[src/rtl/tlef_pkg.sv]
// Shared types, constants and the microcode program of the tank level echo filter.
// Used by tank_level_echo_filter_hysteresis; depends on nothing else.

package tlef_pkg;

    // Field widths
    localparam int ECHO_W  = 15;
    localparam int DIST_W  = 20;
    localparam int THR_W   = 18;
    localparam int WGT_W   = 9;
    localparam int M_W     = 26;  // distance in Q16 cm
    localparam int SQ_W    = 35;  // distance squared in Q16 cm^2
    localparam int ACC_W   = 61;  // calibration sum in Q48
    localparam int MUL_A_W = 27;
    localparam int MUL_B_W = 32;
    localparam int PROD_W  = MUL_A_W + MUL_B_W;
    localparam int STEP_W  = 4;
    localparam int S_DATA_W = 16;
    localparam int M_DATA_W = 24;

    // Register indexes
    localparam logic [1:0] REG_WARNING_START     = 2'd0;
    localparam logic [1:0] REG_STOP_THRESHOLD    = 2'd1;
    localparam logic [1:0] REG_RESTART_THRESHOLD = 2'd2;
    localparam logic [1:0] REG_SMOOTHING_WEIGHT  = 2'd3;

    localparam logic [THR_W-1:0] WARNING_START_RST     = 18'd3840;
    localparam logic [THR_W-1:0] STOP_THRESHOLD_RST    = 18'd6400;
    localparam logic [THR_W-1:0] RESTART_THRESHOLD_RST = 18'd5632;
    localparam logic [WGT_W-1:0] SMOOTHING_WEIGHT_RST  = 9'd64;

    localparam logic [ECHO_W-1:0] ECHO_TIMEOUT = 15'd30000;

    // 0.01715 cm/us in Q24
    localparam logic [18:0] K_DIST = 19'd287729;
    // 1.256231 in Q32 minus 2^32; the 2^32 part is added as a shift
    localparam logic [30:0] CAL_B_LO = 31'd1100503765;
    // 0.00379202 in Q32
    localparam logic [23:0] CAL_A = 24'd16286602;
    // 3.132942 in Q48
    localparam logic [ACC_W-1:0] CAL_C_Q48 = 61'd13455883430 << 16;
    localparam logic [ACC_W-1:0] ROUND_HALF = 61'd1 << 39;

    localparam logic [DIST_W-1:0] DIST_MAX = 20'h7FFFF;
    localparam logic [DIST_W-1:0] DIST_MIN = 20'h80000;

    // Multiplier operand selects
    localparam logic [2:0] MUL_NONE   = 3'd0;
    localparam logic [2:0] MUL_ECHO_K = 3'd1;
    localparam logic [2:0] MUL_M_M    = 3'd2;
    localparam logic [2:0] MUL_M_B    = 3'd3;
    localparam logic [2:0] MUL_SQLO_A = 3'd4;
    localparam logic [2:0] MUL_SQHI_A = 3'd5;
    localparam logic [2:0] MUL_EMA    = 3'd6;

    // Accumulator operations
    localparam logic [2:0] ACC_NONE   = 3'd0;
    localparam logic [2:0] ACC_POS    = 3'd1;
    localparam logic [2:0] ACC_SUB    = 3'd2;
    localparam logic [2:0] ACC_SUB_HI = 3'd3;
    localparam logic [2:0] ACC_ABS    = 3'd4;

    // Register loads
    localparam logic [2:0] LD_NONE    = 3'd0;
    localparam logic [2:0] LD_M       = 3'd1;
    localparam logic [2:0] LD_SQ      = 3'd2;
    localparam logic [2:0] LD_CAL     = 3'd3;
    localparam logic [2:0] LD_EMA     = 3'd4;
    localparam logic [2:0] LD_SEED    = 3'd5;
    localparam logic [2:0] LD_OUT     = 3'd6;
    localparam logic [2:0] LD_OUT_INV = 3'd7;

    // Jump conditions
    localparam logic [1:0] J_NONE     = 2'd0;
    localparam logic [1:0] J_NO_ECHO  = 2'd1;
    localparam logic [1:0] J_UNSEEDED = 2'd2;
    localparam logic [1:0] J_ALWAYS   = 2'd3;

    // Program steps
    localparam logic [STEP_W-1:0] ST_MUL_K   = 4'd0;
    localparam logic [STEP_W-1:0] ST_LD_M    = 4'd1;
    localparam logic [STEP_W-1:0] ST_MUL_MM  = 4'd2;
    localparam logic [STEP_W-1:0] ST_LD_SQ   = 4'd3;
    localparam logic [STEP_W-1:0] ST_POS     = 4'd4;
    localparam logic [STEP_W-1:0] ST_SUB_LO  = 4'd5;
    localparam logic [STEP_W-1:0] ST_SUB_HI  = 4'd6;
    localparam logic [STEP_W-1:0] ST_ABS     = 4'd7;
    localparam logic [STEP_W-1:0] ST_ROUND   = 4'd8;
    localparam logic [STEP_W-1:0] ST_EMA_MUL = 4'd9;
    localparam logic [STEP_W-1:0] ST_EMA_SUM = 4'd10;
    localparam logic [STEP_W-1:0] ST_SEED    = 4'd11;
    localparam logic [STEP_W-1:0] ST_OUT     = 4'd12;
    localparam logic [STEP_W-1:0] ST_OUT_INV = 4'd13;

    typedef struct packed {
        logic [2:0]        mul_sel;
        logic [2:0]        acc_op;
        logic [2:0]        ld;
        logic [1:0]        jcond;
        logic [STEP_W-1:0] jto;
        logic              last;
    } ctrl_t;

    function automatic ctrl_t ucode_rom(input logic [STEP_W-1:0] step);
        ctrl_t cw;
        cw = '{mul_sel: MUL_NONE, acc_op: ACC_NONE, ld: LD_NONE,
               jcond: J_NONE, jto: ST_MUL_K, last: 1'b0};
        unique case (step)
            ST_MUL_K: begin
                cw.mul_sel = MUL_ECHO_K;
                cw.jcond   = J_NO_ECHO;
                cw.jto     = ST_OUT_INV;
            end
            ST_LD_M:    cw.ld = LD_M;
            ST_MUL_MM:  cw.mul_sel = MUL_M_M;
            ST_LD_SQ: begin
                cw.ld      = LD_SQ;
                cw.mul_sel = MUL_M_B;
            end
            ST_POS: begin
                cw.acc_op  = ACC_POS;
                cw.mul_sel = MUL_SQLO_A;
            end
            ST_SUB_LO: begin
                cw.acc_op  = ACC_SUB;
                cw.mul_sel = MUL_SQHI_A;
            end
            ST_SUB_HI:  cw.acc_op = ACC_SUB_HI;
            ST_ABS:     cw.acc_op = ACC_ABS;
            ST_ROUND:   cw.ld = LD_CAL;
            ST_EMA_MUL: begin
                cw.mul_sel = MUL_EMA;
                cw.jcond   = J_UNSEEDED;
                cw.jto     = ST_SEED;
            end
            ST_EMA_SUM: begin
                cw.ld    = LD_EMA;
                cw.jcond = J_ALWAYS;
                cw.jto   = ST_OUT;
            end
            ST_SEED:    cw.ld = LD_SEED;
            ST_OUT: begin
                cw.ld   = LD_OUT;
                cw.last = 1'b1;
            end
            ST_OUT_INV: begin
                cw.ld   = LD_OUT_INV;
                cw.last = 1'b1;
            end
            default:    cw.last = 1'b1;
        endcase
        return cw;
    endfunction

endpackage

[src/rtl/tank_level_echo_filter_hysteresis.sv]
// Tank level echo filter: microcoded sequencer with one shared multiplier.
// Depends on tlef_pkg for constants, the control word type and the program.

// Each request carries one echo time in microseconds (zero or above 30000 means
// no echo). An echo runs the whole program from acceptance to a result in the
// output register; a missing echo jumps straight to the invalid-output step.
// A new request is taken only after the previous one has left the final step.
// The program walks one 27x32 multiplier and one 61-bit
// accumulator through the distance, calibration and smoothing steps. A finished
// result waits in the output register while the next request is taken; the
// final step stalls only if a result is still held there and not being taken. Configuration writes
// are always accepted and should be made while no request is in flight.

module tank_level_echo_filter_hysteresis (
    input  logic        aclk,
    input  logic        aresetn,
    input  logic        s_tvalid,
    output logic        s_tready,
    input  logic [15:0] s_tdata,    // [14:0] echo_time, [15] zero
    output logic        m_tvalid,
    input  logic        m_tready,
    output logic [23:0] m_tdata,    // [0] distance_valid, [20:1] filtered_distance,
                                    // [21] tank_warning, [22] pump_stop, [23] zero
    input  logic        cfg_valid,
    output logic        cfg_ready,
    input  logic [1:0]  cfg_index,
    input  logic [17:0] cfg_data
);

    // Configuration registers
    logic [tlef_pkg::THR_W-1:0] warning_start_reg;
    logic [tlef_pkg::THR_W-1:0] stop_threshold_reg;
    logic [tlef_pkg::THR_W-1:0] restart_threshold_reg;
    logic [tlef_pkg::WGT_W-1:0] smoothing_weight_reg;

    // Sequencer
    logic                        busy_reg;
    logic [tlef_pkg::STEP_W-1:0] step_reg;
    tlef_pkg::ctrl_t             cw;
    logic                        jump_take;
    logic                        out_free;

    // Datapath
    logic [tlef_pkg::ECHO_W-1:0]      echo_reg;
    logic [tlef_pkg::M_W-1:0]         m_reg;
    logic [tlef_pkg::SQ_W-1:0]        sq_reg;
    logic [tlef_pkg::PROD_W-1:0]      prod_reg;
    logic [tlef_pkg::ACC_W-1:0]       acc_reg;
    logic [tlef_pkg::ACC_W-1:0]       acc_next;
    logic                             neg_reg;
    logic [tlef_pkg::DIST_W-1:0]      cal_reg;
    logic [tlef_pkg::DIST_W-1:0]      smoothed_reg;
    logic                             seeded_reg;
    logic                             low_water_reg;
    logic                             low_water_next;
    logic                             m_tvalid_reg;
    logic [tlef_pkg::M_DATA_W-1:0]    m_tdata_reg;

    logic signed [tlef_pkg::MUL_A_W-1:0] mul_a;
    logic signed [tlef_pkg::MUL_B_W-1:0] mul_b;
    logic signed [tlef_pkg::PROD_W-1:0]  mul_p;

    logic                          no_echo;
    logic [tlef_pkg::WGT_W-1:0]    w_eff;
    logic [tlef_pkg::DIST_W:0]     ema_diff;
    logic [tlef_pkg::ACC_W-1:0]    prod_ext;
    logic [tlef_pkg::ACC_W-1:0]    rnd_sum;
    logic [tlef_pkg::DIST_W:0]     rnd_mag;
    logic [tlef_pkg::DIST_W:0]     rnd_neg;
    logic [tlef_pkg::DIST_W-1:0]   cal_next;
    logic [30:0]                   ema_sum;
    logic [22:0]                   ema_f;
    logic [tlef_pkg::DIST_W-1:0]   ema_next;
    logic [18:0]                   f_mag;
    logic                          f_sgn;
    logic                          f_gt_stop;
    logic                          f_lt_restart;
    logic                          f_ge_warn;
    logic                          f_le_stop;
    logic                          warn;
    logic [8:0]                    m_sum;

    assign s_tready  = !busy_reg;
    assign cfg_ready = 1'b1;
    assign m_tvalid  = m_tvalid_reg;
    assign m_tdata   = m_tdata_reg;
    assign out_free  = !m_tvalid_reg || m_tready;

    assign cw = tlef_pkg::ucode_rom(step_reg);

    assign no_echo = (echo_reg == '0) || (echo_reg > tlef_pkg::ECHO_TIMEOUT);

    always_comb begin
        unique case (cw.jcond)
            tlef_pkg::J_NONE:     jump_take = 1'b0;
            tlef_pkg::J_NO_ECHO:  jump_take = no_echo;
            tlef_pkg::J_UNSEEDED: jump_take = !seeded_reg;
            tlef_pkg::J_ALWAYS:   jump_take = 1'b1;
            default:              jump_take = 1'b0;
        endcase
    end

    // Weights above 256 act as 256
    assign w_eff    = smoothing_weight_reg[8] ? 9'd256 : smoothing_weight_reg;
    assign ema_diff = {cal_reg[19], cal_reg} - {smoothed_reg[19], smoothed_reg};

    // Shared multiplier operand select
    always_comb begin
        case (cw.mul_sel)
            tlef_pkg::MUL_ECHO_K: begin
                mul_a = $signed({12'd0, echo_reg});
                mul_b = $signed({13'd0, tlef_pkg::K_DIST});
            end
            tlef_pkg::MUL_M_M: begin
                mul_a = $signed({1'b0, m_reg});
                mul_b = $signed({6'd0, m_reg});
            end
            tlef_pkg::MUL_M_B: begin
                mul_a = $signed({1'b0, m_reg});
                mul_b = $signed({1'b0, tlef_pkg::CAL_B_LO});
            end
            tlef_pkg::MUL_SQLO_A: begin
                mul_a = $signed({9'd0, sq_reg[17:0]});
                mul_b = $signed({8'd0, tlef_pkg::CAL_A});
            end
            tlef_pkg::MUL_SQHI_A: begin
                mul_a = $signed({10'd0, sq_reg[34:18]});
                mul_b = $signed({8'd0, tlef_pkg::CAL_A});
            end
            tlef_pkg::MUL_EMA: begin
                mul_a = $signed({{6{ema_diff[20]}}, ema_diff});
                mul_b = $signed({23'd0, w_eff});
            end
            default: begin
                mul_a = '0;
                mul_b = '0;
            end
        endcase
    end

    assign mul_p    = mul_a * mul_b;
    assign prod_ext = {{2{prod_reg[58]}}, prod_reg};

    // Calibration accumulator in Q48
    always_comb begin
        case (cw.acc_op)
            tlef_pkg::ACC_POS:
                acc_next = {3'd0, m_reg, 32'd0} + prod_ext - tlef_pkg::CAL_C_Q48;
            tlef_pkg::ACC_SUB:    acc_next = acc_reg - prod_ext;
            tlef_pkg::ACC_SUB_HI: acc_next = acc_reg - {prod_reg[42:0], 18'd0};
            tlef_pkg::ACC_ABS:    acc_next = acc_reg[60] ? (~acc_reg + 61'd1) : acc_reg;
            default:              acc_next = acc_reg;
        endcase
    end

    // Round magnitude half away from zero, restore sign, saturate
    assign rnd_sum = acc_reg + tlef_pkg::ROUND_HALF;
    assign rnd_mag = rnd_sum[60:40];
    assign rnd_neg = ~rnd_mag + 21'd1;

    always_comb begin
        if (!neg_reg) begin
            cal_next = (rnd_mag > 21'd524287) ? tlef_pkg::DIST_MAX : rnd_mag[19:0];
        end else begin
            cal_next = (rnd_mag > 21'd524288) ? tlef_pkg::DIST_MIN : rnd_neg[19:0];
        end
    end

    // prev*256 + w*(cal - prev) + 128, floored by the arithmetic shift
    assign ema_sum = {{3{smoothed_reg[19]}}, smoothed_reg, 8'd0} + prod_reg[30:0] + 31'd128;
    assign ema_f   = ema_sum[30:8];

    always_comb begin
        if (ema_f[22:19] == {4{ema_f[22]}}) begin
            ema_next = ema_f[19:0];
        end else begin
            ema_next = ema_f[22] ? tlef_pkg::DIST_MIN : tlef_pkg::DIST_MAX;
        end
    end

    // Flags against the committed filter value
    assign f_sgn        = smoothed_reg[19];
    assign f_mag        = smoothed_reg[18:0];
    assign f_gt_stop    = !f_sgn && (f_mag > {1'b0, stop_threshold_reg});
    assign f_lt_restart = f_sgn || (f_mag < {1'b0, restart_threshold_reg});
    assign f_ge_warn    = !f_sgn && (f_mag >= {1'b0, warning_start_reg});
    assign f_le_stop    = f_sgn || (f_mag <= {1'b0, stop_threshold_reg});
    assign warn         = f_ge_warn && f_le_stop;

    always_comb begin
        low_water_next = low_water_reg;
        if (!low_water_reg && f_gt_stop) begin
            low_water_next = 1'b1;
        end else if (low_water_reg && f_lt_restart) begin
            low_water_next = 1'b0;
        end
    end

    // round to nearest: carry bit 7 into the kept bits
    assign m_sum = {1'b0, prod_reg[15:8]} + {8'd0, prod_reg[7]};

    // Configuration
    always_ff @(posedge aclk) begin
        if (!aresetn) begin
            warning_start_reg     <= tlef_pkg::WARNING_START_RST;
            stop_threshold_reg    <= tlef_pkg::STOP_THRESHOLD_RST;
            restart_threshold_reg <= tlef_pkg::RESTART_THRESHOLD_RST;
            smoothing_weight_reg  <= tlef_pkg::SMOOTHING_WEIGHT_RST;
        end else if (cfg_valid) begin
            unique case (cfg_index)
                tlef_pkg::REG_WARNING_START:     warning_start_reg     <= cfg_data;
                tlef_pkg::REG_STOP_THRESHOLD:    stop_threshold_reg    <= cfg_data;
                tlef_pkg::REG_RESTART_THRESHOLD: restart_threshold_reg <= cfg_data;
                tlef_pkg::REG_SMOOTHING_WEIGHT:  smoothing_weight_reg  <= cfg_data[8:0];
                default: ;
            endcase
        end
    end

    // Sequencer and state
    always_ff @(posedge aclk) begin
        if (!aresetn) begin
            busy_reg      <= 1'b0;
            step_reg      <= tlef_pkg::ST_MUL_K;
            seeded_reg    <= 1'b0;
            low_water_reg <= 1'b0;
            smoothed_reg  <= '0;
            m_tvalid_reg  <= 1'b0;
        end else begin
            if (busy_reg && cw.last && out_free) begin
                m_tvalid_reg <= 1'b1;
            end else if (m_tready) begin
                m_tvalid_reg <= 1'b0;
            end
            if (!busy_reg) begin
                if (s_tvalid) begin
                    busy_reg <= 1'b1;
                    step_reg <= tlef_pkg::ST_MUL_K;
                end
            end else if (cw.last) begin
                // hold the final step until the output register is free
                if (out_free) begin
                    busy_reg     <= 1'b0;
                    step_reg     <= tlef_pkg::ST_MUL_K;
                    if (cw.ld == tlef_pkg::LD_OUT) begin
                        low_water_reg <= low_water_next;
                    end else begin
                        low_water_reg <= 1'b0;
                    end
                end
            end else begin
                step_reg <= jump_take ? cw.jto : step_reg + 4'd1;
            end

            if (busy_reg && cw.ld == tlef_pkg::LD_EMA) begin
                smoothed_reg <= ema_next;
            end
            if (busy_reg && cw.ld == tlef_pkg::LD_SEED) begin
                smoothed_reg <= cal_reg;
                seeded_reg   <= 1'b1;
            end
        end
    end

    // Datapath registers
    always_ff @(posedge aclk) begin
        if (!busy_reg && s_tvalid) begin
            echo_reg <= s_tdata[14:0];
        end
        if (busy_reg) begin
            prod_reg <= mul_p;
            acc_reg  <= acc_next;
            if (cw.acc_op == tlef_pkg::ACC_ABS) begin
                neg_reg <= acc_reg[60];
            end
            case (cw.ld)
                tlef_pkg::LD_M:   m_reg   <= {prod_reg[33:16], 8'd0} + {17'd0, m_sum};
                tlef_pkg::LD_SQ:  sq_reg  <= prod_reg[50:16];
                tlef_pkg::LD_CAL: cal_reg <= cal_next;
                tlef_pkg::LD_OUT: begin
                    if (out_free) begin
                        m_tdata_reg <= {1'b0, low_water_next, warn, smoothed_reg, 1'b1};
                    end
                end
                tlef_pkg::LD_OUT_INV: begin
                    if (out_free) begin
                        m_tdata_reg <= '0;
                    end
                end
                default: ;
            endcase
        end
    end

endmodule
[config.mk]
export PLATFORM = sky130hd
export DESIGN_NAME = tank_level_echo_filter_hysteresis
export DESIGN_NICKNAME = d
export VERILOG_FILES = /design/src/rtl/tlef_pkg.sv /design/src/rtl/tank_level_echo_filter_hysteresis.sv
export SDC_FILE = /design/constraint.sdc
export NUM_CORES = 2
export LEC_CHECK = 0
export ABC_AREA = 1
export BUFFER_PORTS_ARGS = -buffer_cell sky130_fd_sc_hd__buf_4
export CAP_MARGIN = 20
export CORE_AREA = 2 2 234 409
export DETAILED_ROUTE_END_ITERATION = 12
export DIE_AREA = 0 0 236 411
export GPL_ROUTABILITY_DRIVEN = 0
export GPL_TIMING_DRIVEN = 0
export PLACE_DENSITY = 0.76
export RECOVER_POWER = 50
export SETUP_SLACK_MARGIN = 0.3
export SLEW_MARGIN = 10
export SYNTH_ARGS = -nofsm -noshare
export SYNTH_HDL_FRONTEND = slang
export SYNTH_SLANG_ARGS = --single-unit
[constraint.sdc]
create_clock -name aclk -period 22.9 [get_ports aclk]
set_clock_uncertainty 0.1 [all_clocks]
set_input_delay 4.58 -clock aclk [delete_from_list [all_inputs] [get_ports aclk]]
set_output_delay 4.58 -clock aclk [all_outputs]
set_load 0.03 [all_outputs]
==> results.py, run 1 <==
metrics = {
    "yosys": {
        "yosysMostFrequentCell": "inv_1",
        "synth.distinct_cells": 68,
        "syn_avg_cell_area_um2": 7.217,
        "synthMuxAreaShare_pct": 0,
        "ys_seq_area_share_pct": 16.16,
        "synth_common_cells": "inv_1 (1620), nand2_1 (1592), nor2_1 (935)",
        "synth_compound_area_share_pct": 10.79,
        "synth_area_leader_cell": "fa_1",
        "synth_top_family_by_area": "adder cells",
        "synthDominantCellAreaShare_pct": 22.40,
        "synth_ff_type": "edfxtp_1",
        "syn_area_um2": 55870,
        "syn-num-nets": 8926,
        "synth_edf_count": 240,
        "synth-simple-area-share_pct": 23.97,
        "synth_xor_area_share_pct": 2.522,
        "synth.ff_latch_count": 331,
        "async_flop_share_pct": 0,
        "synth.top_cells.by_area": "fa_1 (22%), edfxtp_1 (13%), ha_1 (12%)",
        "ys_warn_count": 0,
        "syn_inst": 7741,
        "synth_fa_ha_area_share_pct": 34.02,
    },
    "clocking": {
        "root_buffer": "clkbuf_16",
        "post-cts-setup-buffer-count": 0,
        "hold_buffers": 0,
        "cts_buffer_depth": 3,
        "numClockSinks": 331,
        "cts_resized": 0,
        "h-tree-depth": 2,
        "numCtsBuffers": 36,
    },
    "placed_design": {
        "port_buffers": 64,
        "dp_hpwl_um": 199400,
        "place_area_um2": 58000,
    },
    "global_route": {
        "grt_pass1_wl_um": 426400,
        "grt_max_degree": 65,
        "grt_overflow": 161,
        "grt.total_usage_pct": 60.66,
        "grt_pass1_vias": 61160,
    },
    "status": {
        "outcome": "aborted with a tool error",
        "firstError": "[ERROR GRT-0116] Global routing finished with congestion. Check the congestion regions in the DRC Viewer.",
        "haltStage": "5_1_grt",
    },
    "floorplan": {
        "die_w_um": 236,
        "die_y_um": 411,
        "ios": 68,
        "fp-row-count": 149,
        "start_util_pct": 59.58,
    },
}
## routing by layer
| metal | track usage [%] | overflow |
|---|---|---|
| met1 | 57.49 | 0 |
| met2 | 82.42 | 91 |
| met3 | 40.81 | 4 |
| met4 | 63.71 | 66 |
| met5 | 17.04 | 0 |
## logic make-up after synthesis
family / count (synthesis)
AO/OA/AOI/OAI: 1058
XOR/XNOR: 160
adder cells (fa/ha/maj): 1144
buffers and inverters: 1829
flip-flops: 331
other: 2
AND/OR/NAND/NOR: 3217
## metrics by stage
stage          cells  setup WS (ps)
2_1_floorplan   7741          14680
3_3_place_gp    9013          11990
3_5_place_dp    9021          11890
4_1_cts         9086          11860
==> inputs of run 2 (changes only) <==
--- a/config.mk
+++ b/config.mk
@@ -8,14 +8,13 @@
 export ABC_AREA = 1
 export BUFFER_PORTS_ARGS = -buffer_cell sky130_fd_sc_hd__buf_4
 export CAP_MARGIN = 20
-export CORE_AREA = 2 2 234 409
+export CORE_AREA = 2 2 377 379
 export DETAILED_ROUTE_END_ITERATION = 12
-export DIE_AREA = 0 0 236 411
+export DIE_AREA = 0 0 379 381
 export GPL_ROUTABILITY_DRIVEN = 0
 export GPL_TIMING_DRIVEN = 0
-export PLACE_DENSITY = 0.76
+export PLACE_DENSITY_LB_ADDON = 0.15
 export RECOVER_POWER = 50
-export SETUP_SLACK_MARGIN = 0.3
 export SLEW_MARGIN = 10
 export SYNTH_ARGS = -nofsm -noshare
 export SYNTH_HDL_FRONTEND = slang
==> run 2 against run 1 <==
The flow now finishes, with violations (max-capacitance violations, max-slew violations). Synthesized area unchanged. Synthesized cell count is the same.
==> results.py, run 2 <==
metrics = {
    "placed_design": {
        "dp.cells": 9708,
        "port_buffers": 64,
        "dp_hpwl_um": 199900,
    },
    "cells_and_area": {
        "layout.nets": 9046,
        "drive_gt1_share_pct": 3.915,
        "layout_common_cells": "inv_1 (1623), nand2_1 (1592), nor2_1 (936)",
        "multiInputGateArea_um2": 39830,
        "final_common_cell": "inv_1",
        "seq_area_um2": 9029,
        "largest_reg_flops": 61,
        "fill_cells": 14840,
        "areaGrowthSynthToFinish_pct": 7.642,
        "final-instance-count-excl-fill": 9787,
    },
    "critical_path": {
        "r2r-start": "step_reg[0]$_SDFFE_PN0P_",
        "crit_path_start": "step_reg[0]$_SDFFE_PN0P_",
        "startpoint_type": "register",
        "worstPathBufferInverterCount": 11,
        "critical_path.slowest_cell": "clkbuf_1",
        "endpoint_kind": "register",
        "cp_num_cells": 34,
        "regToRegEndpoint": "prod_reg[57]$_DFFE_PP_",
        "required_ps": 23100,
        "crit_end": "prod_reg[57]$_DFFE_PP_",
        "r2r_slack_ps": 11760,
        "reg2reg_depth": 34,
        "path_max_fanout": 10,
        "critPathArrivalTime_ps": 11340,
        "crit_top_cell": "inv_1",
        "critical_path_class": "reg -> reg",
        "crit_family": "adder cells",
        "cpPeakStageDelay_ps": 720,
    },
    "power_and_ir_drop": {
        "p_seq_share_pct": 12.8,
        "p_leak_nw": 29.65,
        "ir_drop_mv": 0.3820,
        "comb_power_share_pct": 79.7,
        "internal_power_mw": 3.644,
        "p_sw_mw": 5.083,
        "p_sw_share_pct": 58.24,
        "powerDensity_nw_per_um2": 145.1,
        "p_clk_share_pct": 7.6,
    },
    "global_route": {
        "grt_overflow": 0,
        "top_usage_layer": "met2",
        "grt_max_degree": 60,
        "grt_pass1_wl_um": 345300,
        "use_met1_pct": 44.00,
        "use_met3_pct": 9.241,
        "antenna_found_initial": 9,
        "grt_pass1_vias": 52520,
        "grt.total_usage_pct": 32.42,
        "grt.met2_usage_pct": 48.22,
    },
    "clocking": {
        "numClockSinks": 331,
        "hold_buffers": 0,
        "root_buffer": "clkbuf_16",
        "path_clk_slew_ps": 60,
        "clkLatencyLatePin_ps": 620,
        "post-cts-setup-buffer-count": 0,
        "cts_buffer_depth": 3,
        "cts_resized": 0,
        "cts_tree": "done",
        "h-tree-depth": 2,
        "numCtsBuffers": 40,
    },
    "timing": {
        "finalCritPeriodShare_pct": 48.64,
        "setup_viol": 0,
        "period_needed_ps": 11140,
        "clock.fmax_ghz": 0.08977,
        "worst_pin_slew_ps": 3443,
        "slew_headroom_pct": -129.5,
        "tns_ps": 0,
        "maxSlewViolCount": 124,
        "hold_viol": 0,
        "rsz0062_at_grt": "false",
    },
    "yosys": {
        "synthDominantCellAreaShare_pct": 22.40,
        "synth.top_cells.by_area": "fa_1 (22%), edfxtp_1 (13%), ha_1 (12%)",
        "synth_area_leader_cell": "fa_1",
        "synth_common_cells": "inv_1 (1620), nand2_1 (1592), nor2_1 (935)",
        "synth.distinct_cells": 68,
        "synth.ff_latch_count": 331,
        "syn_avg_cell_area_um2": 7.217,
        "async_flop_share_pct": 0,
        "syn-num-nets": 8926,
        "ys_warn_count": 0,
        "yosysMostFrequentCell": "inv_1",
        "syn_area_um2": 55870,
        "ys_seq_area_share_pct": 16.16,
        "syn_inst": 7741,
        "synth_ff_type": "edfxtp_1",
        "synth_edf_count": 240,
    },
    "drt": {
        "drtPass1Iterations": 7,
        "drt_iter0_drc": 6071,
        "wl_per_cell_um": 24.01,
        "num_vias": 54230,
        "wirelength_um": 234900,
        "drc_errors": 0,
        "ant_nets": 0,
        "routed_via_density": 5.541,
    },
    "min_path": {
        "worstHoldPathType": "reg -> reg",
    },
    "floorplan": {
        "die_y_um": 381,
        "die_w_um": 379,
        "start_util_pct": 39.75,
        "fp-row-count": 138,
        "fp.coreArea_um2": 140600,
        "dieArea_um2": 144400,
        "ios": 68,
    },
    "status": {
        "outcome": "finished, violations left",
        "violations": "max-capacitance violations, max-slew violations",
    },
    "flow_run": {
        "drv_cap": 5,
    },
}
run 2: how the worst min path moves through the flow:
stage / from / end / depth (start not counted)
final: prod_reg[47]$_DFFE_PP_ / sq_reg[31]$_DFFE_PP_ / 0
after global placement: prod_reg[40]$_DFFE_PP_ / sq_reg[24]$_DFFE_PP_ / 0
after floorplan: acc_reg[60]$_DFFE_PP_ / neg_reg$_DFFE_PP_ / 0
after detailed placement: prod_reg[36]$_DFFE_PP_ / sq_reg[20]$_DFFE_PP_ / 0
after CTS: prod_reg[47]$_DFFE_PP_ / sq_reg[31]$_DFFE_PP_ / 0
after global routing: acc_reg[60]$_DFFE_PP_ / neg_reg$_DFFE_PP_ / 0
run 2: power by group through the flow:
stage	combinational [mW]	clock [mW]	sequential (mW)
after floorplan	4.79	0	1.01
after global placement	6.75	0	1.12
after detailed placement	6.79	0	1.11
after CTS	6.84	0.666	1.10
after global routing	7.80	0.685	1.11
final	6.95	0.661	1.11
run 2: stage by stage:
stage / setup WS, ps / total power, mW / area, um2 / utilization [%] / hold slack, ps
finish: 11760 / 8.727 / 60140 / 42.79 / 353.1
CTS: 12080 / 8.610 / 60260 / 42.87 / 349.6
floorplan: 14680 / 5.800 / 55870 / - / 324.4
global route: 11240 / 9.589 / 60130 / 42.78 / 366.0
detailed placement: 12210 / 7.907 / 58940 / 41.93 / 335.3
global placement: 11810 / 7.869 / 58710 / 41.77 / 333.5
run 2: worst register-to-register path, delay by kind of cell (launching register included):
kind | cells | cell delay, ps
compound gates | 5 | 1210
xor+xnor | 1 | 440
fa+ha+maj | 9 | 4230
buf+inv | 11 | 2730
flops | 1 | 430
simple gates | 8 | 1710
run 2: layout make-up:
type	count	share of cell area, %
clock inverter	28	0.4723
sequential	331	15.01
antenna	4	0.01665
multi-input combinational	5581	66.23
inverter	1659	10.36
clock buffer	46	1.719
timing repair buffer	78	1.005
tap	1890	3.932
buffer	170	1.255
run 2: metal layers:
metal  vias to the layer above  part of all wire, %
li1                      24620                    -
met4                         4                  5.1
met1                     26130                   41
met2                      2957                   42
met5                         -                0.013
met3                       525                   12
run 2: cell families (layout without fill, tap and decap cells):
| kind of cell | after synthesis | in the layout | share of synthesized area [%] |
|---|---|---|---|
| XOR/XNOR | 160 | 160 | 2.522 |
| buffers and inverters | 1829 | 1981 | 12.52 |
| AND/OR/NAND/NOR | 3217 | 3217 | 23.97 |
| adder cells (fa/ha/maj) | 1144 | 1144 | 34.02 |
| other | 2 | 6 | 0.01344 |
| AO/OA/AOI/OAI | 1058 | 1058 | 10.79 |
| flip-flops | 331 | 331 | 16.16 |
Power figures use the tool's default switching activity.
